==> src/design/pfb2pfa_pkg.sv <==
`timescale 1ns / 1ps
// Package for the segmented binary font to ASCII hex converter.
// Holds the transaction payload types, the status and segment codes and the hex digit helper.
package pfb2pfa_pkg;

   localparam int unsigned MAX_RESULTS = 3;

   localparam logic [7:0] MARKER_BYTE  = 8'h80;
   localparam logic [7:0] CR_CHAR      = 8'd13;
   localparam logic [7:0] LF_CHAR      = 8'd10;
   localparam logic [7:0] LIMIT_RESET  = 8'd76;

   localparam logic [7:0] SEG_ASCII    = 8'd1;
   localparam logic [7:0] SEG_BINARY   = 8'd2;
   localparam logic [7:0] SEG_END      = 8'd3;

   localparam logic [2:0] ST_OK        = 3'd0;
   localparam logic [2:0] ST_BAD_FIRST = 3'd1;
   localparam logic [2:0] ST_PREMATURE = 3'd2;
   localparam logic [2:0] ST_UNKNOWN   = 3'd3;
   localparam logic [2:0] ST_BAD_MARK  = 3'd4;
   localparam logic [2:0] ST_DONE      = 3'd5;

   typedef struct packed {
      logic [7:0] in_byte;
      logic       end_of_input;
   } req_type;

   typedef struct packed {
      logic [7:0] out_char;
      logic       char_valid;
      logic [2:0] status;
      logic       last;
   } rsp_type;

   typedef struct packed {
      rsp_type [MAX_RESULTS-1:0] res;
      logic [1:0]                count;
   } batch_type;

   function automatic rsp_type make_rsp(input logic [7:0] ch, input logic valid,
                                        input logic [2:0] st);
      rsp_type r;
      r.out_char   = ch;
      r.char_valid = valid;
      r.status     = st;
      r.last       = 1'b0;
      return r;
   endfunction

   function automatic logic [7:0] hex_char(input logic [3:0] nib);
      logic [7:0] c;
      if (nib < 4'd10) begin
         c = 8'h30 + {4'd0, nib};
      end else begin
         c = 8'h37 + {4'd0, nib};
      end
      return c;
   endfunction

endpackage

==> src/design/pfb2pfa_core.sv <==
`timescale 1ns / 1ps
// Input register, segment parser state and result generation for one transaction.
// Depends on pfb2pfa_pkg; hands a batch of up to three results to pfb2pfa_rsp_queue.
module pfb2pfa_core (
   input  logic                  clock,
   input  logic                  reset,
   input  logic                  req_valid,
   output logic                  req_ready,
   input  pfb2pfa_pkg::req_type  req_data,
   input  logic                  csr_wr_en,
   input  logic [7:0]            csr_wr_data,
   output logic                  batch_valid,
   input  logic                  batch_ready,
   output pfb2pfa_pkg::batch_type batch
);

   typedef enum logic [2:0] {
      PH_FIRST,
      PH_TYPE,
      PH_LENGTH,
      PH_DATA,
      PH_MARKER
   } phase_type;

   phase_type            phase_ff, phase_in;
   logic [1:0]           seg_type_ff, seg_type_in;
   logic [31:0]          bytes_left_ff, bytes_left_in;
   logic [1:0]           len_idx_ff, len_idx_in;
   logic [7:0]           hex_col_ff, hex_col_in;
   logic                 halted_ff, halted_in;
   logic [7:0]           limit_ff;
   logic                 in_valid_ff;
   pfb2pfa_pkg::req_type in_data_ff;
   logic                 take;
   logic [7:0]           b;
   logic                 eoi;
   logic [31:0]          len_full;
   logic [8:0]           col;

   assign take      = in_valid_ff && batch_ready;
   assign req_ready = !in_valid_ff || batch_ready;
   assign b         = in_data_ff.in_byte;
   assign eoi       = in_data_ff.end_of_input;

   always_comb begin
      phase_in      = phase_ff;
      seg_type_in   = seg_type_ff;
      bytes_left_in = bytes_left_ff;
      len_idx_in    = len_idx_ff;
      hex_col_in    = hex_col_ff;
      halted_in     = halted_ff;
      batch         = '0;
      len_full      = bytes_left_ff;
      len_full[{len_idx_ff, 3'b000} +: 8] = bytes_left_ff[{len_idx_ff, 3'b000} +: 8] | b;
      col           = {1'b0, hex_col_ff} + 9'd2;
      if (!halted_ff) begin
         unique case (phase_ff)
            PH_FIRST: begin
               if (eoi || b != pfb2pfa_pkg::MARKER_BYTE) begin
                  halted_in    = 1'b1;
                  batch.res[0] = pfb2pfa_pkg::make_rsp(8'd0, 1'b0, pfb2pfa_pkg::ST_BAD_FIRST);
                  batch.count  = 2'd1;
               end else begin
                  phase_in = PH_TYPE;
               end
            end
            PH_TYPE: begin
               if (eoi) begin
                  halted_in    = 1'b1;
                  batch.res[0] = pfb2pfa_pkg::make_rsp(pfb2pfa_pkg::LF_CHAR, 1'b1,
                                                       pfb2pfa_pkg::ST_PREMATURE);
                  batch.count  = 2'd1;
               end else if (b == pfb2pfa_pkg::SEG_ASCII || b == pfb2pfa_pkg::SEG_BINARY) begin
                  seg_type_in   = b[1:0];
                  bytes_left_in = '0;
                  len_idx_in    = '0;
                  phase_in      = PH_LENGTH;
               end else if (b == pfb2pfa_pkg::SEG_END) begin
                  halted_in    = 1'b1;
                  batch.res[0] = pfb2pfa_pkg::make_rsp(pfb2pfa_pkg::LF_CHAR, 1'b1,
                                                       pfb2pfa_pkg::ST_DONE);
                  batch.count  = 2'd1;
               end else begin
                  phase_in     = PH_MARKER;
                  batch.res[0] = pfb2pfa_pkg::make_rsp(8'd0, 1'b0, pfb2pfa_pkg::ST_UNKNOWN);
                  batch.count  = 2'd1;
               end
            end
            PH_LENGTH: begin
               if (eoi) begin
                  halted_in    = 1'b1;
                  batch.res[0] = pfb2pfa_pkg::make_rsp(pfb2pfa_pkg::LF_CHAR, 1'b1,
                                                       pfb2pfa_pkg::ST_PREMATURE);
                  batch.count  = 2'd1;
               end else begin
                  bytes_left_in = len_full;
                  if (len_idx_ff != 2'd3) begin
                     len_idx_in = len_idx_ff + 2'd1;
                  end else begin
                     len_idx_in = '0;
                     phase_in   = (len_full != '0) ? PH_DATA : PH_MARKER;
                     if (seg_type_ff == pfb2pfa_pkg::SEG_BINARY[1:0]) begin
                        hex_col_in   = '0;
                        batch.res[0] = pfb2pfa_pkg::make_rsp(pfb2pfa_pkg::LF_CHAR, 1'b1,
                                                             pfb2pfa_pkg::ST_OK);
                        batch.count  = 2'd1;
                     end
                  end
               end
            end
            PH_DATA: begin
               if (eoi) begin
                  halted_in    = 1'b1;
                  batch.res[0] = pfb2pfa_pkg::make_rsp(pfb2pfa_pkg::LF_CHAR, 1'b1,
                                                       pfb2pfa_pkg::ST_PREMATURE);
                  batch.count  = 2'd1;
               end else begin
                  if (seg_type_ff == pfb2pfa_pkg::SEG_BINARY[1:0]) begin
                     batch.res[0] = pfb2pfa_pkg::make_rsp(pfb2pfa_pkg::hex_char(b[7:4]), 1'b1,
                                                          pfb2pfa_pkg::ST_OK);
                     batch.res[1] = pfb2pfa_pkg::make_rsp(pfb2pfa_pkg::hex_char(b[3:0]), 1'b1,
                                                          pfb2pfa_pkg::ST_OK);
                     if (col >= {1'b0, limit_ff}) begin
                        batch.res[2] = pfb2pfa_pkg::make_rsp(pfb2pfa_pkg::LF_CHAR, 1'b1,
                                                             pfb2pfa_pkg::ST_OK);
                        batch.count  = 2'd3;
                        hex_col_in   = '0;
                     end else begin
                        batch.count  = 2'd2;
                        hex_col_in   = col[7:0];
                     end
                  end else begin
                     batch.res[0] = pfb2pfa_pkg::make_rsp(
                        (b == pfb2pfa_pkg::CR_CHAR) ? pfb2pfa_pkg::LF_CHAR : b, 1'b1,
                        pfb2pfa_pkg::ST_OK);
                     batch.count  = 2'd1;
                  end
                  bytes_left_in = bytes_left_ff - 32'd1;
                  if (bytes_left_ff == 32'd1) begin
                     phase_in = PH_MARKER;
                  end
               end
            end
            PH_MARKER: begin
               if (eoi) begin
                  halted_in    = 1'b1;
                  batch.res[0] = pfb2pfa_pkg::make_rsp(pfb2pfa_pkg::LF_CHAR, 1'b1,
                                                       pfb2pfa_pkg::ST_DONE);
                  batch.count  = 2'd1;
               end else if (b != pfb2pfa_pkg::MARKER_BYTE) begin
                  halted_in    = 1'b1;
                  batch.res[0] = pfb2pfa_pkg::make_rsp(pfb2pfa_pkg::LF_CHAR, 1'b1,
                                                       pfb2pfa_pkg::ST_BAD_MARK);
                  batch.count  = 2'd1;
               end else begin
                  phase_in = PH_TYPE;
               end
            end
            default: begin
               phase_in = PH_FIRST;
            end
         endcase
      end
      if (batch.count != 2'd0) begin
         batch.res[batch.count - 2'd1].last = 1'b1;
      end
   end

   assign batch_valid = take && (batch.count != 2'd0);

   always_ff @(posedge clock) begin
      if (reset) begin
         in_valid_ff   <= 1'b0;
         phase_ff      <= PH_FIRST;
         seg_type_ff   <= '0;
         bytes_left_ff <= '0;
         len_idx_ff    <= '0;
         hex_col_ff    <= '0;
         halted_ff     <= 1'b0;
         limit_ff      <= pfb2pfa_pkg::LIMIT_RESET;
      end else begin
         if (req_ready) begin
            in_valid_ff <= req_valid;
         end
         if (take) begin
            phase_ff      <= phase_in;
            seg_type_ff   <= seg_type_in;
            bytes_left_ff <= bytes_left_in;
            len_idx_ff    <= len_idx_in;
            hex_col_ff    <= hex_col_in;
            halted_ff     <= halted_in;
         end
         if (csr_wr_en) begin
            limit_ff <= csr_wr_data;
         end
      end
   end

   always_ff @(posedge clock) begin
      if (req_valid && req_ready) begin
         in_data_ff <= req_data;
      end
   end

`ifndef ASSERT_OFF
   a_halted_silent: assert property (@(posedge clock) disable iff (reset)
      halted_ff |-> !batch_valid)
      else $error("halted converter produced results");
   a_halted_sticky: assert property (@(posedge clock) disable iff (reset)
      halted_ff |=> halted_ff)
      else $error("halted flag cleared without reset");
   a_hex_col_bound: assert property (@(posedge clock) disable iff (reset)
      take && phase_ff == PH_DATA && !halted_ff && !eoi
      && seg_type_ff == pfb2pfa_pkg::SEG_BINARY[1:0] |=> hex_col_ff < 8'd255)
      else $error("hex column out of range");
`endif

endmodule

==> src/design/pfb2pfa_rsp_queue.sv <==
`timescale 1ns / 1ps
// Result buffer that takes a batch of up to three results and presents them one per cycle while rsp_ready is high.
// Depends on pfb2pfa_pkg for the batch and result types.
module pfb2pfa_rsp_queue (
   input  logic                   clock,
   input  logic                   reset,
   input  logic                   batch_valid,
   output logic                   batch_ready,
   input  pfb2pfa_pkg::batch_type batch,
   output logic                   rsp_valid,
   input  logic                   rsp_ready,
   output pfb2pfa_pkg::rsp_type   rsp_data
);

   pfb2pfa_pkg::rsp_type [pfb2pfa_pkg::MAX_RESULTS-1:0] entry_ff;
   logic [1:0]                                         cnt_ff;
   logic                                               pop;

   assign rsp_valid   = cnt_ff != 2'd0;
   assign rsp_data    = entry_ff[0];
   assign pop         = rsp_valid && rsp_ready;
   assign batch_ready = (cnt_ff == 2'd0) || (cnt_ff == 2'd1 && rsp_ready);

   always_ff @(posedge clock) begin
      if (reset) begin
         cnt_ff <= '0;
      end else if (batch_valid && batch_ready) begin
         cnt_ff <= batch.count;
      end else if (pop) begin
         cnt_ff <= cnt_ff - 2'd1;
      end
   end

   always_ff @(posedge clock) begin
      if (batch_valid && batch_ready) begin
         entry_ff <= batch.res;
      end else if (pop) begin
         entry_ff[0] <= entry_ff[1];
         entry_ff[1] <= entry_ff[2];
      end
   end

`ifndef ASSERT_OFF
   a_last_on_final: assert property (@(posedge clock) disable iff (reset)
      rsp_valid && cnt_ff == 2'd1 |-> rsp_data.last)
      else $error("final buffered result lacks last");
   a_no_early_last: assert property (@(posedge clock) disable iff (reset)
      rsp_valid && cnt_ff > 2'd1 |-> !rsp_data.last)
      else $error("last flagged before the final result");
   a_load_empty: assert property (@(posedge clock) disable iff (reset)
      batch_valid && batch_ready |=> cnt_ff != 2'd0)
      else $error("loaded batch left buffer empty");
`endif

endmodule

==> src/design/pfb_to_pfa_converter.sv <==
`timescale 1ns / 1ps
// Segmented binary font to ASCII hex converter, top level.
// A transaction passes the input register of pfb2pfa_core; its results then pass the
// result buffer of pfb2pfa_rsp_queue before they are offered on the result port.
// Throughput: one input transaction per cycle while each yields at most one result and
// rsp_ready is high; a transaction with two or three results holds the single port longer.
// Reset is synchronous and active high; it clears parser state and sets the line limit to 76.
module pfb_to_pfa_converter (
   input  logic                 clock,
   input  logic                 reset,
   input  logic                 req_valid,
   output logic                 req_ready,
   input  pfb2pfa_pkg::req_type req_data,
   output logic                 rsp_valid,
   input  logic                 rsp_ready,
   output pfb2pfa_pkg::rsp_type rsp_data,
   input  logic                 csr_wr_en,
   input  logic [7:0]           csr_wr_data
);

   logic                   batch_valid;
   logic                   batch_ready;
   pfb2pfa_pkg::batch_type batch;

   pfb2pfa_core u_core (
      .clock       (clock),
      .reset       (reset),
      .req_valid   (req_valid),
      .req_ready   (req_ready),
      .req_data    (req_data),
      .csr_wr_en   (csr_wr_en),
      .csr_wr_data (csr_wr_data),
      .batch_valid (batch_valid),
      .batch_ready (batch_ready),
      .batch       (batch)
   );

   pfb2pfa_rsp_queue u_rsp_queue (
      .clock       (clock),
      .reset       (reset),
      .batch_valid (batch_valid),
      .batch_ready (batch_ready),
      .batch       (batch),
      .rsp_valid   (rsp_valid),
      .rsp_ready   (rsp_ready),
      .rsp_data    (rsp_data)
   );

endmodule

==> config.mk <==
export PLATFORM = sky130hd
export DESIGN_NAME = pfb_to_pfa_converter
export DESIGN_NICKNAME = d
export VERILOG_FILES = /design/src/design/pfb2pfa_pkg.sv /design/src/design/pfb2pfa_core.sv /design/src/design/pfb2pfa_rsp_queue.sv /design/src/design/pfb_to_pfa_converter.sv
export SDC_FILE = /design/constraint.sdc
export NUM_CORES = 1
export LEC_CHECK = 0
export BUFFER_PORTS_ARGS = -buffer_cell sky130_fd_sc_hd__buf_2
export CORE_MARGIN = 8
export CORE_UTILIZATION = 31
export CTS_CLUSTER_DIAMETER = 120
export DETAILED_ROUTE_END_ITERATION = 8
export GPL_TIMING_DRIVEN = 0
export PLACE_DENSITY_LB_ADDON = 0.12
export SETUP_SLACK_MARGIN = 0.4
export SLEW_MARGIN = 20
export SYNTH_ARGS = -nofsm -noshare
export SYNTH_HDL_FRONTEND = slang
export SYNTH_SLANG_ARGS = --single-unit
==> constraint.sdc <==
create_clock -name clock -period 2.55 [get_ports clock]
set_input_delay 0.51 -clock clock [delete_from_list [all_inputs] [get_ports clock]]
set_output_delay 0.51 -clock clock [all_outputs]
set_load 0.03 [all_outputs]
# Word level (Yosys, flattened, before mapping)
# Index checks and enable logic that the tools add are counted.
[word_totals]
regBits = 107
[op_classes]
add_sub_neg = 10
order_cmp = 5
n_eq_ne = 25
n_shift = 3
muxes = 68
n_bitwise = 3
reduce_logical = 27
[op_table]
columns = ["cell", "n"]
rows = [
  ["32-bit two-way mux", 4],
  ["15-bit two-way mux", 7],
  ["26-bit two-way mux", 4],
  ["32-bit one-hot mux with 3 select lines", 1],
  ["15-bit one-hot mux with 5 select lines", 1],
  ["8-bit two-way mux", 9],
  ["41-bit two-way mux", 1],
  ["39-bit bitwise mux", 1],
  ["39-bit two-way mux", 1],
  ["11-bit two-way mux", 3],
  ["3-bit two-way mux", 11],
  ["32-bit bitwise mux", 1],
  ["32-bit by 1-bit == test with 1-bit output, second input constant", 1],
  ["32-bit nonzero test", 1],
  ["8-bit by 7-bit variable shift with 32-bit output, first input constant", 1],
  ["32-bit by 6-bit variable part select with 8-bit output", 1],
  ["8-bit by 7-bit variable part select with 32-bit output", 1],
  ["32-bit by 1-bit subtractor with 32-bit output, second input constant", 1],
  ["6-bit by 4-bit adder with 7-bit output, first input constant", 4],
  ["13-bit demux with 2-bit select", 1],
  ["22-bit two-way mux", 1],
  ["8-bit by 2-bit == test with 1-bit output, second input constant", 2],
  ["2-bit inequality test, second input constant", 8],
  ["8-bit one-hot mux with 2 select lines", 1],
  ["40 further kinds", 74],
]

# Longest topological paths before layout
# Gate-level depths: netlist of the first run.
[depth]
word_depth = 15
depth_mapped = 12
mapped_depth_nobuf = 11

# Hierarchy
# Synthesis of the first run repeated with hierarchy kept, for this count alone.
[hier_totals]
hier_cells = 817
hier_area_um2 = 7141.8
[modules_own_cells]
columns = ["module", "instances", "cells_each", "area_per_inst_um2"]
rows = [
  ["pfb2pfa_core", 1, 717, 5306.3],
  ["pfb2pfa_rsp_queue", 1, 100, 1835.5],
]

# Least setup slack after synthesis of the first run
# No wires, ideal clock.
[synth_path]
path_kind = "reg-to-reg"
start = "register u_core.in_data_ff (netlist bit u_core.b[1])"
end = "register u_rsp_queue.entry_ff[13] in the netlist's numbering, enable pin"
setup_ns = 0.382
t_arrival_ns = 2.423
setup_slack_ns = -0.255
path_stages_with_launch = 9
path_buffers = 1
period_less_slack_ns = 2.805
path_cell_list = "edfxtp_1 inv_1 ha_1 or2_2 a31oi_1 nor3b_1 a211o_1 buf_2 nand2b_1"
[synth_via]
elab_chain_len = 10
word_cells_on_any_way = 16
[synth_lines]
columns = ["element", "line_no", "source"]
rows = [
  ["start, declared", "pfb2pfa_core.sv:33", "pfb2pfa_pkg::req_type in_data_ff;"],
  ["start signal, assigned", "pfb2pfa_core.sv:201", "in_data_ff <= req_data;"],
  ["8-bit by 1-bit == test with 1-bit output or 8-bit by 2-bit == test with 1-bit output (tied branches)", "pfb2pfa_core.sv:73", "end else if (b == pfb2pfa_pkg::SEG_ASCII || b == pfb2pfa_pkg::SEG_BINARY) begin"],
  ["1-bit logical OR", "pfb2pfa_core.sv:73", ""],
  ["15-bit two-way mux", "pfb2pfa_core.sv:73", ""],
  ["15-bit two-way mux", "pfb2pfa_core.sv:68", "if (eoi) begin"],
  ["15-bit one-hot mux with 5 select lines (*)", "pfb2pfa_core.sv:57", "unique case (phase_ff)"],
  ["41-bit two-way mux (*)", "pfb2pfa_core.sv:56", "if (!halted_ff) begin"],
  ["2-bit nonzero test (*)", "pfb2pfa_core.sv:169", "assign batch_valid = take && (batch.count != 2'd0);"],
  ["1-bit logical AND (*)", "pfb2pfa_core.sv:169", ""],
  ["1-bit logical AND (*)", "pfb2pfa_rsp_queue.sv:35", "if (batch_valid && batch_ready) begin"],
  ["2-bit nonzero test (no source line) (*)", "--", ""],
  ["end signal, assigned", "pfb2pfa_rsp_queue.sv:36", "entry_ff <= batch.res;"],
  ["end, declared", "pfb2pfa_rsp_queue.sv:15", "pfb2pfa_pkg::rsp_type [pfb2pfa_pkg::MAX_RESULTS-1:0] entry_ff;"],
]
# Mark *: on every way between the ends. The rest lies on a longest branch, timed or not.
# A chain may end at the register's enable or synchronous reset.

# Worst setup path in the final report of the first run
[layout_path]
start = "register u_core.hex_col_ff[3]"
end = "register u_rsp_queue.entry_ff[17] in the netlist's numbering, data pin"
[layout_via]
elab_chain_len = 12
word_cells_on_any_way = 15
[layout_lines]
columns = ["element", "line_no", "source"]
rows = [
  ["start, declared", "pfb2pfa_core.sv:29", "logic [7:0] hex_col_ff, hex_col_in;"],
  ["start signal, assigned", "pfb2pfa_core.sv:190", "hex_col_ff <= hex_col_in;"],
  ["8-bit by 2-bit adder with 9-bit output (*)", "pfb2pfa_core.sv:55", "col = {1'b0, hex_col_ff} + 9'd2;"],
  ["9-bit by 8-bit >= comparator with 1-bit output (*)", "pfb2pfa_core.sv:123", "if (col >= {1'b0, limit_ff}) begin"],
  ["1-bit two-way mux (*)", "pfb2pfa_core.sv:123", ""],
  ["15-bit two-way mux (*)", "pfb2pfa_core.sv:118", "if (seg_type_ff == pfb2pfa_pkg::SEG_BINARY[1:0]) begin"],
  ["15-bit two-way mux (*)", "pfb2pfa_core.sv:112", "if (eoi) begin"],
  ["15-bit one-hot mux with 5 select lines (*)", "pfb2pfa_core.sv:57", ""],
  ["41-bit two-way mux (*)", "pfb2pfa_core.sv:56", ""],
  ["2-bit by 1-bit subtractor with 2-bit output", "pfb2pfa_core.sv:165", "batch.res[batch.count - 2'd1].last = 1'b1;"],
  ["13-bit demux with 2-bit select", "--", ""],
  ["39-bit bitwise mux", "pfb2pfa_core.sv:165", ""],
  ["39-bit two-way mux", "pfb2pfa_core.sv:164", "if (batch.count != 2'd0) begin"],
  ["26-bit two-way mux (*)", "pfb2pfa_rsp_queue.sv:35", ""],
]
# Marks and branches as above.

==> results of run 1 <==
## area by class of cell
class	count	area [µm²]
well taps	270	338
clock inverters	4	31.3
inverters	33	138
fillers	1958	10600
clock buffers	12	268
plain buffers	67	594
flip-flops and latches	91	2170
repair buffers	137	1200
multi-input cells	590	4720
## placed cells by master, fill, tap and decap left out, types with 15 or more instances in the layout
master	instances
sky130_fd_sc_hd__ha_1	17
sky130_fd_sc_hd__a21oi_1	58
sky130_fd_sc_hd__clkbuf_1	15
sky130_fd_sc_hd__nand2_1	48
sky130_fd_sc_hd__o21ai_2	15
sky130_fd_sc_hd__edfxtp_1	33
sky130_fd_sc_hd__nor2b_1	23
sky130_fd_sc_hd__a22oi_1	15
sky130_fd_sc_hd__nor2_1	76
sky130_fd_sc_hd__buf_2	38
sky130_fd_sc_hd__nand2_4	16
sky130_fd_sc_hd__buf_4	81
sky130_fd_sc_hd__inv_1	26
sky130_fd_sc_hd__dfxtp_1	51
sky130_fd_sc_hd__o21ai_0	34
sky130_fd_sc_hd__a21oi_2	16
sky130_fd_sc_hd__buf_6	27
## layer usage
| layer | up-vias | part of all wire (%) | global-route usage, % |
|---|---|---|---|
| li1 | 3149 | - | - |
| met1 | 3424 | 42 | 25.6 |
| met2 | 261 | 48 | 35.5 |
| met3 | 69 | 5.9 | 3.44 |
| met4 | 0 | 4.1 | 11.2 |
| met5 | - | 0 | 0 |
## path summary, 6_finish.rpt
| check | slack, ns | from | endpoint |
|---|---|---|---|
| max | -0.24 | u_core.hex_col_ff[3] | u_rsp_queue.entry_ff[17] |
| min | 0.32 | req_data[2] | u_core.b[1] |
| max reg2reg | -0.24 | u_core.hex_col_ff[3] | u_rsp_queue.entry_ff[17] |
| min reg2reg | 0.48 | u_core.seg_type_ff[0] | u_core.seg_type_ff[0] |
## sequential cells by signal (all words and copies together), names as in the netlist
| signal | flops |
|---|---|
| u_rsp_queue.rsp_data | 13 |
| u_core.eoi | 1 |
| u_core.b | 8 |
| u_rsp_queue.entry_ff | 11 |
| u_core.len_idx_ff | 2 |
| u_core.phase_ff | 3 |
| u_core.bytes_left_ff | 32 |
| u_core.halted_ff | 1 |
| u_rsp_queue.cnt_ff | 2 |
| u_core.limit_ff | 8 |
| u_core.seg_type_ff | 2 |
| u_core.hex_col_ff | 7 |
| u_core.in_valid_ff | 1 |
## stage by stage
step	utilization, %	instances	cell area [µm²]	setup slack, ns
final	47.2	1204	9460	-0.239
after global routing	47.2	1204	9460	-0.370
after CTS	44.4	1178	8900	-0.229
after detailed placement	35.0	1084	7020	-0.476
after global placement	35.0	1084	7020	-0.490
after floorplan	-	778	6500	0.111
## repair_timing
action	4_1_cts	5_1_grt
gates cloned	11	0
setup endpoints to repair	94	94
pin swaps	64	48
gates resized for setup	230	102
setup buffers	67	26
## logic make-up after synthesis
kind of cell    count (synthesis)  synth area share [%]
fa+ha+maj                      25                  5.00
buf+inv                       100                  8.49
compound gates                247                  24.5
xor+xnor                        8                  1.12
flops                          91                  34.4
simple gates                  294                  23.7
mux                            13                  2.78
## worst max-delay path, cell delays in order (launching register included)
cell and delay (ns):
sky130_fd_sc_hd__dfxtp_4 0.34, sky130_fd_sc_hd__and3_4 0.18, sky130_fd_sc_hd__and3_4 0.19, sky130_fd_sc_hd__xor2_2 0.15, sky130_fd_sc_hd__ha_1 0.30, sky130_fd_sc_hd__buf_4 0.11
sky130_fd_sc_hd__o21a_1 0.12, sky130_fd_sc_hd__o21ai_2 0.06, sky130_fd_sc_hd__a211oi_2 0.34, sky130_fd_sc_hd__o41ai_2 0.13, sky130_fd_sc_hd__a211o_2 0.39, sky130_fd_sc_hd__buf_6 0.15
sky130_fd_sc_hd__nand2_2 0.05, sky130_fd_sc_hd__nand2_1 0.04
## power breakdown
part,switching (mW),internal (mW),total [mW],leakage (nW)
combinational,0.553,0.442,0.995,2.73
clock,0.632,0.755,1.39,0.145
sequential,0.0683,1.65,1.72,0.793
total,1.25,2.85,4.10,3.67
==> report_table.html, run 1 <==
<table>
<tr><th>Metric</th><th>Value</th></tr>
<tr><th colspan="2">Outcome</th></tr>
<tr><td>Status</td><td>finished, violations left</td></tr>
<tr><td>Violated checks</td><td>negative setup slack</td></tr>
<tr><th colspan="2">Yosys</th></tr>
<tr><td>Total of warnings raised by yosys</td><td>0</td></tr>
<tr><td>Mean Syn Cell Area</td><td>about 8 µm²</td></tr>
<tr><td>Synthesized area</td><td>6260 µm²</td></tr>
<tr><td>Largest area contributor in the netlist</td><td>sky130_fd_sc_hd__dfxtp_1</td></tr>
<tr><td>List of most frequent post-synthesis cells</td><td>sky130_fd_sc_hd__nor2_1 (86), sky130_fd_sc_hd__a21oi_1 (76), sky130_fd_sc_hd__nand2_1 (70), sky130_fd_sc_hd__o21ai_0 (66), sky130_fd_sc_hd__dfxtp_1 (58)</td></tr>
<tr><td>Fraction of the yosys area taken by sequential cells</td><td>between 30% and 40%</td></tr>
<tr><td>Post-synthesis instance total</td><td>778</td></tr>
<tr><td>Most area-consuming cells after synthesis</td><td>sky130_fd_sc_hd__dfxtp_1 (19%), sky130_fd_sc_hd__edfxtp_1 (16%), sky130_fd_sc_hd__a21oi_1 (6.1%), sky130_fd_sc_hd__o21ai_0 (5.3%), sky130_fd_sc_hd__nor2_1 (5.2%)</td></tr>
<tr><td>Register bit total from synthesis</td><td>91</td></tr>
<tr><td>Count of flip-flops with a built-in enable after synthesis</td><td>33</td></tr>
<tr><td>Area fraction of the dominant cell type after synthesis</td><td>18.5%</td></tr>
<tr><td>Count leader, synth</td><td>sky130_fd_sc_hd__nor2_1</td></tr>
<tr><td>Post-synthesis cell type count</td><td>73</td></tr>
<tr><td>Top_reg_cell synth</td><td>sky130_fd_sc_hd__dfxtp_1</td></tr>
<tr><td>Post-Synthesis Net Count</td><td>between 800 and 900</td></tr>
<tr><td>Async SR Flop Fraction</td><td>0%</td></tr>
<tr><th colspan="2">Floorplan</th></tr>
<tr><td>Core area</td><td>20,000 µm²</td></tr>
<tr><td>Die area</td><td>25,000 µm²</td></tr>
<tr><td>Initial standard-cell utilization of the core</td><td>between 30 and 40%</td></tr>
<tr><td>Std-Cell Rows</td><td>52</td></tr>
<tr><td>Chip width</td><td>roughly 160 µm</td></tr>
<tr><td>Chip Height</td><td>158 µm</td></tr>
<tr><td>IO Pins</td><td>37</td></tr>
<tr><th colspan="2">Min path</th></tr>
<tr><td>Class of the tightest hold or removal check</td><td>in -&gt; reg</td></tr>
<tr><td>Worst hold path stage count</td><td>1</td></tr>
<tr><th colspan="2">Critical path</th></tr>
<tr><td>Worst EP arrival</td><td>2.90 ns</td></tr>
<tr><td>Number of cells on the worst reg-to-reg path</td><td>13</td></tr>
<tr><td>Category of the worst setup path launch point</td><td>flip-flop</td></tr>
<tr><td>Required arrival time at the worst endpoint</td><td>2.66 ns</td></tr>
<tr><td>Crit path kind</td><td>reg -&gt; reg</td></tr>
<tr><td>Critical path peak fanout</td><td>6</td></tr>
<tr><td>Type of destination of the critical path</td><td>flip-flop</td></tr>
<tr><th colspan="2">Detailed routing</th></tr>
<tr><td>Number of DRC markers after the initial detailed-route iteration</td><td>472</td></tr>
<tr><td>Detailed-route via count</td><td>6,903</td></tr>
<tr><td>Mean routed wirelength per cell</td><td>22.2 µm</td></tr>
<tr><td>Routed Wire Length</td><td>26.7 mm</td></tr>
<tr><td>Final antenna-violating net count</td><td>0</td></tr>
<tr><td>Count of TritonRoute iterations in the first routing pass</td><td>7</td></tr>
<tr><td>Remaining routing DRC violations</td><td>0</td></tr>
<tr><td>Via-per-instance ratio</td><td>between 5 and 6</td></tr>
<tr><th colspan="2">STA</th></tr>
<tr><td>Final TNS setup</td><td>-2.90 ns</td></tr>
<tr><td>Unrepaired setup endpoints after global routing</td><td>true</td></tr>
<tr><td>Worst Max-Slew Pin Slew</td><td>1.05 ns</td></tr>
<tr><td>Post-layout worst setup margin</td><td>-0.239 ns</td></tr>
<tr><td>Count of pins over their slew limit</td><td>0</td></tr>
<tr><td>Final worst-path cycle share</td><td>109%</td></tr>
<tr><td>Final Hold Vio Count</td><td>0</td></tr>
<tr><td>Fin Clk Skew</td><td>approximately 0.006 ns</td></tr>
<tr><td>Hold slack</td><td>0.323 ns</td></tr>
<tr><td>Maximum clock rate</td><td>359 MHz</td></tr>
<tr><td>Final Setup Violations</td><td>19</td></tr>
<tr><td>Post-route minimum period</td><td>2.79 ns</td></tr>
<tr><td>Worst-case headroom to the max-slew limit</td><td>30.3%</td></tr>
<tr><th colspan="2">Power and ir drop</th></tr>
<tr><td>Total power of the final layout</td><td>4.10 mW</td></tr>
<tr><td>IR Drop Worst-Case VDD</td><td>0.277 mV</td></tr>
<tr><td>Pwr/cell area</td><td>434 nW/µm²</td></tr>
<tr><td>Static leakage</td><td>3.67 nW</td></tr>
<tr><th colspan="2">CTS</th></tr>
<tr><td>Clock latency reported for the late side of the worst-skew pair</td><td>0.36 ns</td></tr>
<tr><td>H-tree depth reported by CTS</td><td>3</td></tr>
<tr><td>Max Root-Sink Buffers</td><td>2</td></tr>
<tr><td>Clock transition at the registers of the reported paths</td><td>0.07 ns</td></tr>
<tr><td>Root buf cell</td><td>sky130_fd_sc_hd__clkbuf_16</td></tr>
<tr><td>Number of hold buffers added after cts</td><td>0</td></tr>
<tr><td>CTS tree</td><td>yes</td></tr>
<tr><td>Num CTS Buffers</td><td>9</td></tr>
<tr><td>TritonCTS Sinks</td><td>91</td></tr>
<tr><th colspan="2">Global routing</th></tr>
<tr><td>Vias in the first global route</td><td>6,848</td></tr>
<tr><td>Overflow after GRT</td><td>0</td></tr>
<tr><td>Pin count of the biggest net entering global routing</td><td>17</td></tr>
<tr><td>Global-route wire length before repair</td><td>40.0 mm</td></tr>
<tr><td>Gr usage total</td><td>21.2%</td></tr>
<tr><td>Antenna violations before repair</td><td>0</td></tr>
<tr><th colspan="2">Placement</th></tr>
<tr><td>Final weighted congestion of routability-driven global placement</td><td>0.936</td></tr>
<tr><td>Half-perimeter wire length after placement</td><td>17.3 mm</td></tr>
<tr><td>Number of port buffers</td><td>36</td></tr>
<tr><th colspan="2">Layout</th></tr>
<tr><td>Share of post-route cells with drive strength above 1</td><td>43.3%</td></tr>
<tr><td>NumNets Final</td><td>976</td></tr>
<tr><td>Relative area change from synthesis to final layout</td><td>51.1%</td></tr>
<tr><td>Antenna diodes</td><td>0</td></tr>
<tr><th colspan="2">Flow run</th></tr>
<tr><td>MaxCap Viol Count</td><td>0</td></tr>
</table>
(Power assumes the default switching activity.)
==> run 2: changes to the inputs <==
CORE_UTILIZATION = 42   (was 31)
==> report_table.html, run 2 (same netlist as run 1, synthesis figures left out) <==
<table>
<tr><th>Metric</th><th>Value</th></tr>
<tr><th colspan="2">Layout</th></tr>
<tr><td>Relative area change from synthesis to final layout</td><td>49.7%</td></tr>
<tr><td>Most frequent standard cell in the layout excluding fill and tap cells</td><td>sky130_fd_sc_hd__nor2_1</td></tr>
<tr><td>Antenna diodes</td><td>0</td></tr>
<tr><td>Share of post-route cells with drive strength above 1</td><td>43.1%</td></tr>
<tr><td>NumNets Final</td><td>approximately 1,000</td></tr>
<tr><td>Final cell count without fillers</td><td>1,119</td></tr>
<tr><td>Max reg flops</td><td>32</td></tr>
<tr><td>Core Util, Final</td><td>64.5%</td></tr>
<tr><td>Highest-count cells in the layout ignoring fill and taps</td><td>sky130_fd_sc_hd__nor2_1 (74), sky130_fd_sc_hd__buf_4 (72), sky130_fd_sc_hd__a21oi_1 (55), sky130_fd_sc_hd__dfxtp_1 (53), sky130_fd_sc_hd__nand2_1 (47)</td></tr>
<tr><td>Filler Cells Inserted</td><td>1,192</td></tr>
<tr><td>Largest register by flop count</td><td>u_core.bytes_left_ff</td></tr>
<tr><th colspan="2">Global routing</th></tr>
<tr><td>Overflow after GRT</td><td>0</td></tr>
<tr><td>Vias in the first global route</td><td>a little under 7,000</td></tr>
<tr><td>Global-route wire length before repair</td><td>39.2 mm</td></tr>
<tr><td>Gr usage total</td><td>26.0%</td></tr>
<tr><td>Antenna violations before repair</td><td>0</td></tr>
<tr><td>Pin count of the biggest net entering global routing</td><td>23</td></tr>
<tr><th colspan="2">Detailed routing</th></tr>
<tr><td>Final antenna-violating net count</td><td>0</td></tr>
<tr><td>Detailed-route via count</td><td>7,086</td></tr>
<tr><td>Mean routed wirelength per cell</td><td>between 20 and 25 µm</td></tr>
<tr><td>Number of DRC markers after the initial detailed-route iteration</td><td>635</td></tr>
<tr><td>Remaining routing DRC violations</td><td>0</td></tr>
<tr><td>Via-per-instance ratio</td><td>6.33</td></tr>
<tr><td>Count of TritonRoute iterations in the first routing pass</td><td>5</td></tr>
<tr><td>Routed Wire Length</td><td>26.9 mm</td></tr>
<tr><th colspan="2">Placement</th></tr>
<tr><td>Number of port buffers</td><td>36</td></tr>
<tr><td>Final weighted congestion of routability-driven global placement</td><td>0.984</td></tr>
<tr><td>Half-perimeter wire length after placement</td><td>16.6 mm</td></tr>
<tr><td>Cell Count Post-Placement</td><td>about 1,000</td></tr>
<tr><th colspan="2">Power and ir drop</th></tr>
<tr><td>Total power of the final layout</td><td>4.11 mW</td></tr>
<tr><td>Static leakage</td><td>3.62 nW</td></tr>
<tr><td>IR Drop Worst-Case VDD</td><td>around 0.31 mV</td></tr>
<tr><td>Pwr/cell area</td><td>439 nW/µm²</td></tr>
<tr><th colspan="2">Floorplan</th></tr>
<tr><td>Std-Cell Rows</td><td>44</td></tr>
<tr><td>Chip width</td><td>138 µm</td></tr>
<tr><td>Core area</td><td>approximately 15,000 µm²</td></tr>
<tr><td>Die area</td><td>approximately 19,000 µm²</td></tr>
<tr><td>IO Pins</td><td>37</td></tr>
<tr><td>Initial standard-cell utilization of the core</td><td>43.1%</td></tr>
<tr><td>Chip Height</td><td>138 µm</td></tr>
<tr><th colspan="2">CTS</th></tr>
<tr><td>Root buf cell</td><td>sky130_fd_sc_hd__clkbuf_16</td></tr>
<tr><td>TritonCTS Sinks</td><td>91</td></tr>
<tr><td>Clock latency reported for the late side of the worst-skew pair</td><td>about 0.36 ns</td></tr>
<tr><td>Number of hold buffers added after cts</td><td>0</td></tr>
<tr><td>Max Root-Sink Buffers</td><td>2</td></tr>
<tr><td>Num CTS Buffers</td><td>9</td></tr>
<tr><td>H-tree depth reported by CTS</td><td>3</td></tr>
<tr><td>Clock transition at the registers of the reported paths</td><td>0.07 ns</td></tr>
<tr><td>CTS tree</td><td>yes</td></tr>
<tr><th colspan="2">Outcome</th></tr>
<tr><td>Violated checks</td><td>negative setup slack</td></tr>
<tr><td>Status</td><td>finished, violations left</td></tr>
<tr><th colspan="2">STA</th></tr>
<tr><td>Final Hold Vio Count</td><td>0</td></tr>
<tr><td>Fin Clk Skew</td><td>a little under 0.007 ns</td></tr>
<tr><td>Final worst-path cycle share</td><td>107%</td></tr>
<tr><td>Final Setup Violations</td><td>44</td></tr>
<tr><td>Worst-case headroom to the max-slew limit</td><td>32.2%</td></tr>
<tr><td>Count of pins over their slew limit</td><td>0</td></tr>
<tr><td>Post-route minimum period</td><td>~2.7 ns</td></tr>
<tr><td>Maximum clock rate</td><td>367 MHz</td></tr>
<tr><td>Unrepaired setup endpoints after global routing</td><td>true</td></tr>
<tr><td>Post-layout worst setup margin</td><td>-0.176 ns</td></tr>
<tr><td>Worst Max-Slew Pin Slew</td><td>1.02 ns</td></tr>
<tr><th colspan="2">Critical path</th></tr>
<tr><td>Worst EP arrival</td><td>roughly 2.8 ns</td></tr>
<tr><td>Critical path peak fanout</td><td>4</td></tr>
<tr><td>Crit path kind</td><td>reg -&gt; reg</td></tr>
<tr><td>Category of the worst setup path launch point</td><td>flip-flop</td></tr>
<tr><td>Type of destination of the critical path</td><td>flip-flop</td></tr>
<tr><td>Required arrival time at the worst endpoint</td><td>2.66 ns</td></tr>
<tr><th colspan="2">Flow run</th></tr>
<tr><td>MaxCap Viol Count</td><td>0</td></tr>
<tr><th colspan="2">Min path</th></tr>
<tr><td>Class of the tightest hold or removal check</td><td>in -&gt; reg</td></tr>
</table>
-- run 2: cell types whose count changed in the layout (fill, tap and decap cells not counted), sizes merged --
cell and change:
o21ai +1, clkinvlp -1, buf +2, clkbuf -3, clkinv +2
-- run 2: report_power, final --
part / internal, mW / switching [mW]
clock: 0.717 / 0.609
combinational: 0.477 / 0.590
sequential: 1.66 / 0.0644
-- run 2: worst max-delay path, cell delays in order, from the launching register on --
cell                       delay (ns)
sky130_fd_sc_hd__dfxtp_4         0.36
sky130_fd_sc_hd__and3_4          0.15
sky130_fd_sc_hd__and3_4          0.19
sky130_fd_sc_hd__xor2_2          0.14
sky130_fd_sc_hd__ha_1            0.30
sky130_fd_sc_hd__o21a_1          0.12
sky130_fd_sc_hd__o21ai_1         0.08
sky130_fd_sc_hd__a211oi_4        0.30
sky130_fd_sc_hd__o41ai_2         0.11
sky130_fd_sc_hd__a211o_1         0.33
sky130_fd_sc_hd__buf_6           0.13
sky130_fd_sc_hd__buf_6           0.11
sky130_fd_sc_hd__a21boi_2        0.14
-- run 2: through the flow --
step	hold slack [ns]	setup slack [ns]	TNS, ns	cell area [µm²]
5_1_grt	0.309	-0.347	-7.73	9370
3_5_place_dp	0.470	-0.547	-16.78	6910
2_1_floorplan	0.445	0.111	0	6500
4_1_cts	0.320	-0.186	-1.91	8500
3_3_place_gp	0.453	-0.648	-14.01	6910
6_report	0.330	-0.176	-2.44	9370
-- run 2: per-layer routing --
metal	global-route usage, %	share of wire (%)	vias to the layer above
li1	-	-	3150
met1	30.5	39	3446
met2	42.5	48	397
met3	6.99	8.0	93
met4	14.1	4.4	0
met5	0	0	-
-- run 2: cell type report --
| type | instances | area [µm²] | area share [%] |
|---|---|---|---|
| repair buffers | 137 | 1200 | 12.8 |
| clock buffers | 11 | 253 | 2.70 |
| multi-input cells | 591 | 4740 | 50.6 |
| clock inverters | 5 | 33.8 | 0.361 |
| plain buffers | 67 | 592 | 6.32 |
| flip-flops and latches | 91 | 2170 | 23.1 |
| well taps | 184 | 230 | 2.46 |
| inverters | 33 | 148 | 1.58 |
-- run 2: path summary, 6_finish.rpt --
path                              start                       end  slack, ns  cells after the start
hold reg to reg   u_core.seg_type_ff[1]     u_core.seg_type_ff[1]       0.49                      2
setup / recovery   u_core.hex_col_ff[1]  u_rsp_queue.entry_ff[13]      -0.18                     12
hold / removal              req_data[7]               u_core.b[6]       0.33                      1
setup reg to reg   u_core.hex_col_ff[1]  u_rsp_queue.entry_ff[13]      -0.18                     12
-- run 2: repair_timing --
item	in CTS	in global routing
pin swaps	50	53
cloned	7	3
buffers inserted	64	31
gates resized for setup	193	149
endpoints found under the setup margin	95	94
==> run 3: changes to the inputs <==
PLACE_DENSITY = 0.66   (was default)
PLACE_DENSITY_LB_ADDON = default   (was 0.12)
==> report_table.html, run 3 (same netlist as run 1, synthesis figures left out) <==
<table>
<tr><th>Metric</th><th>Value</th></tr>
<tr><th colspan="2">Critical path</th></tr>
<tr><td>Register-to-Register Setup Slack</td><td>-0.18 ns</td></tr>
<tr><td>Crit path kind</td><td>reg -&gt; reg</td></tr>
<tr><td>Category of the worst setup path launch point</td><td>flip-flop</td></tr>
<tr><td>Required arrival time at the worst endpoint</td><td>between 2 and 3 ns</td></tr>
<tr><td>Worst EP arrival</td><td>3.01 ns</td></tr>
<tr><td>Critical path peak fanout</td><td>7</td></tr>
<tr><td>Type of destination of the critical path</td><td>flip-flop</td></tr>
<tr><th colspan="2">Outcome</th></tr>
<tr><td>Status</td><td>finished, violations left</td></tr>
<tr><td>Violated checks</td><td>negative setup slack</td></tr>
<tr><th colspan="2">Layout</th></tr>
<tr><td>Antenna diodes</td><td>0</td></tr>
<tr><td>Share of post-route cells with drive strength above 1</td><td>approximately two fifths</td></tr>
<tr><td>Final cell count without fillers</td><td>between 1,000 and 1,500</td></tr>
<tr><td>Area used by sequential logic in the layout</td><td>2170 µm²</td></tr>
<tr><td>Filler Cells Inserted</td><td>1,162</td></tr>
<tr><td>Largest register by flop count</td><td>u_core.bytes_left_ff</td></tr>
<tr><td>Relative area change from synthesis to final layout</td><td>46.4%</td></tr>
<tr><td>Highest-count cells in the layout ignoring fill and taps</td><td>sky130_fd_sc_hd__nor2_1 (77), sky130_fd_sc_hd__buf_4 (62), sky130_fd_sc_hd__a21oi_1 (57), sky130_fd_sc_hd__dfxtp_1 (51), sky130_fd_sc_hd__nand2_1 (48)</td></tr>
<tr><td>Most frequent standard cell in the layout excluding fill and tap cells</td><td>sky130_fd_sc_hd__nor2_1</td></tr>
<tr><td>NumNets Final</td><td>around 960</td></tr>
<tr><td>Area occupied by multi-input gates</td><td>~4700 µm²</td></tr>
<tr><td>Max reg flops</td><td>32</td></tr>
<tr><th colspan="2">STA</th></tr>
<tr><td>Post-route minimum period</td><td>approximately 2.7 ns</td></tr>
<tr><td>Final TNS setup</td><td>-2.90 ns</td></tr>
<tr><td>Hold slack</td><td>0.332 ns</td></tr>
<tr><td>Count of pins over their slew limit</td><td>0</td></tr>
<tr><td>Worst Max-Slew Pin Slew</td><td>0.905 ns</td></tr>
<tr><td>Worst-case headroom to the max-slew limit</td><td>39.7%</td></tr>
<tr><td>Final worst-path cycle share</td><td>107%</td></tr>
<tr><td>Maximum clock rate</td><td>366 MHz</td></tr>
<tr><td>Post-layout worst setup margin</td><td>-0.180 ns</td></tr>
<tr><td>Final Setup Violations</td><td>47</td></tr>
<tr><td>Final Hold Vio Count</td><td>0</td></tr>
<tr><td>Fin Clk Skew</td><td>0.0196 ns</td></tr>
<tr><td>Unrepaired setup endpoints after global routing</td><td>true</td></tr>
<tr><th colspan="2">Floorplan</th></tr>
<tr><td>Std-Cell Rows</td><td>44</td></tr>
<tr><td>Core area</td><td>14,500 µm²</td></tr>
<tr><td>IO Pins</td><td>37</td></tr>
<tr><td>Initial standard-cell utilization of the core</td><td>43.1%</td></tr>
<tr><td>Chip width</td><td>138 µm</td></tr>
<tr><td>Chip Height</td><td>roughly 140 µm</td></tr>
<tr><td>Die area</td><td>19,100 µm²</td></tr>
<tr><th colspan="2">Min path</th></tr>
<tr><td>Class of the tightest hold or removal check</td><td>in -&gt; reg</td></tr>
<tr><th colspan="2">Power and ir drop</th></tr>
<tr><td>Static leakage</td><td>3.52 nW</td></tr>
<tr><td>Pwr/cell area</td><td>437 nW/µm²</td></tr>
<tr><td>IR Drop Worst-Case VDD</td><td>0.296 mV</td></tr>
<tr><td>Total power of the final layout</td><td>4.00 mW</td></tr>
<tr><th colspan="2">CTS</th></tr>
<tr><td>Clock latency reported for the late side of the worst-skew pair</td><td>0.36 ns</td></tr>
<tr><td>TritonCTS Sinks</td><td>91</td></tr>
<tr><td>Number of hold buffers added after cts</td><td>0</td></tr>
<tr><td>Clock transition at the registers of the reported paths</td><td>0.07 ns</td></tr>
<tr><td>Max Root-Sink Buffers</td><td>2</td></tr>
<tr><td>Num CTS Buffers</td><td>9</td></tr>
<tr><td>CTS tree</td><td>yes</td></tr>
<tr><td>Root buf cell</td><td>sky130_fd_sc_hd__clkbuf_16</td></tr>
<tr><td>H-tree depth reported by CTS</td><td>3</td></tr>
<tr><th colspan="2">Detailed routing</th></tr>
<tr><td>Mean routed wirelength per cell</td><td>around 22 µm</td></tr>
<tr><td>Detailed-route via count</td><td>6,931</td></tr>
<tr><td>Count of TritonRoute iterations in the first routing pass</td><td>5</td></tr>
<tr><td>Via-per-instance ratio</td><td>6.30</td></tr>
<tr><td>Routed Wire Length</td><td>24.5 mm</td></tr>
<tr><td>Number of DRC markers after the initial detailed-route iteration</td><td>692</td></tr>
<tr><td>Remaining routing DRC violations</td><td>0</td></tr>
<tr><td>Final antenna-violating net count</td><td>0</td></tr>
<tr><th colspan="2">Placement</th></tr>
<tr><td>Number of port buffers</td><td>36</td></tr>
<tr><td>Cell Count Post-Placement</td><td>998</td></tr>
<tr><td>Half-perimeter wire length after placement</td><td>15.1 mm</td></tr>
<tr><td>Worst-case setup slack after placement</td><td>-0.485 ns</td></tr>
<tr><td>Final weighted congestion of routability-driven global placement</td><td>about 1</td></tr>
<tr><th colspan="2">Global routing</th></tr>
<tr><td>Antenna violations before repair</td><td>0</td></tr>
<tr><td>Vias in the first global route</td><td>6,774</td></tr>
<tr><td>Overflow after GRT</td><td>0</td></tr>
<tr><td>Gr usage total</td><td>roughly 24%</td></tr>
<tr><td>Pin count of the biggest net entering global routing</td><td>16</td></tr>
<tr><td>Global-route wire length before repair</td><td>37.1 mm</td></tr>
<tr><th colspan="2">Flow run</th></tr>
<tr><td>MaxCap Viol Count</td><td>0</td></tr>
</table>
## run 3: changes by cell type in the layout (fill, tap and decap cells not counted), sizes merged
cell / before / now
buf: 169 / 148
clkbuf: 46 / 51
clkinv: 4 / 2
clkinvlp: 1 / 2
inv: 33 / 32
## run 3: repair_timing
action	CTS	global route
endpoints found under the setup margin	94	94
pin swaps	66	46
endpoints found under the hold margin	0	0
buffers inserted	59	17
resized for setup	212	102
gates cloned	11	0
## run 3: path summary, 6_finish.rpt
check / from / endpoint / cells past startpoint
worst max-delay path: u_core.hex_col_ff[2] / u_core.hex_col_ff[1] / 13
worst min-delay path: req_data[0] / u_core.eoi / 1
worst max register to register: u_core.hex_col_ff[2] / u_core.hex_col_ff[1] / 13
worst min register to register: u_core.seg_type_ff[1] / u_core.seg_type_ff[1] / 2
## run 3: per-layer routing
| metal | vias up | GRT usage (%) | wire [µm] |
|---|---|---|---|
| met1 | 3245 | 28.5 | 9460 |
| met2 | 442 | 39.2 | 11400 |
| met4 | 0 | 15.1 | 1530 |
| li1 | 3112 | - | - |
| met5 | - | 0 | 0 |
| met3 | 132 | 5.10 | 2180 |
## run 3: final cells by class
cell class / count / share of cell area, %
Clock buffer: 13 / 2.96
Sequential cell: 91 / 23.7
Tap cell: 184 / 2.51
Multi-Input combinational cell: 591 / 51.4
Buffer: 67 / 6.25
Timing Repair Buffer: 119 / 11.5
Clock inverter: 3 / 0.232
Inverter: 33 / 1.47
## run 3: worst max-delay path, cell delays in order (launching register included)
cell	delay (ns)
sky130_fd_sc_hd__dfxtp_2	0.36
sky130_fd_sc_hd__and3_4	0.19
sky130_fd_sc_hd__and3_4	0.20
sky130_fd_sc_hd__xor2_2	0.16
sky130_fd_sc_hd__ha_1	0.27
sky130_fd_sc_hd__a211o_1	0.30
sky130_fd_sc_hd__nor2_2	0.16
sky130_fd_sc_hd__a211oi_4	0.10
sky130_fd_sc_hd__or3_4	0.35
sky130_fd_sc_hd__buf_8	0.15
sky130_fd_sc_hd__buf_12	0.12
sky130_fd_sc_hd__nor3_2	0.13
sky130_fd_sc_hd__a21oi_1	0.06
sky130_fd_sc_hd__nor2_1	0.10
## run 3: power by group
group / total, mW / internal (mW) / switching [mW]
registers: 1.72 / 1.66 / 0.0632
logic: 0.943 / 0.412 / 0.531
clock network: 1.34 / 0.749 / 0.592
total: 4.00 / 2.82 / 1.19
## run 3: per-stage QoR
stage,utilization [%],instance area [µm²]
global route,63.1,9170
floorplan,-,6500
finish,63.1,9170
CTS,59.1,8590
detailed placement,47.6,6910
global placement,47.6,6910
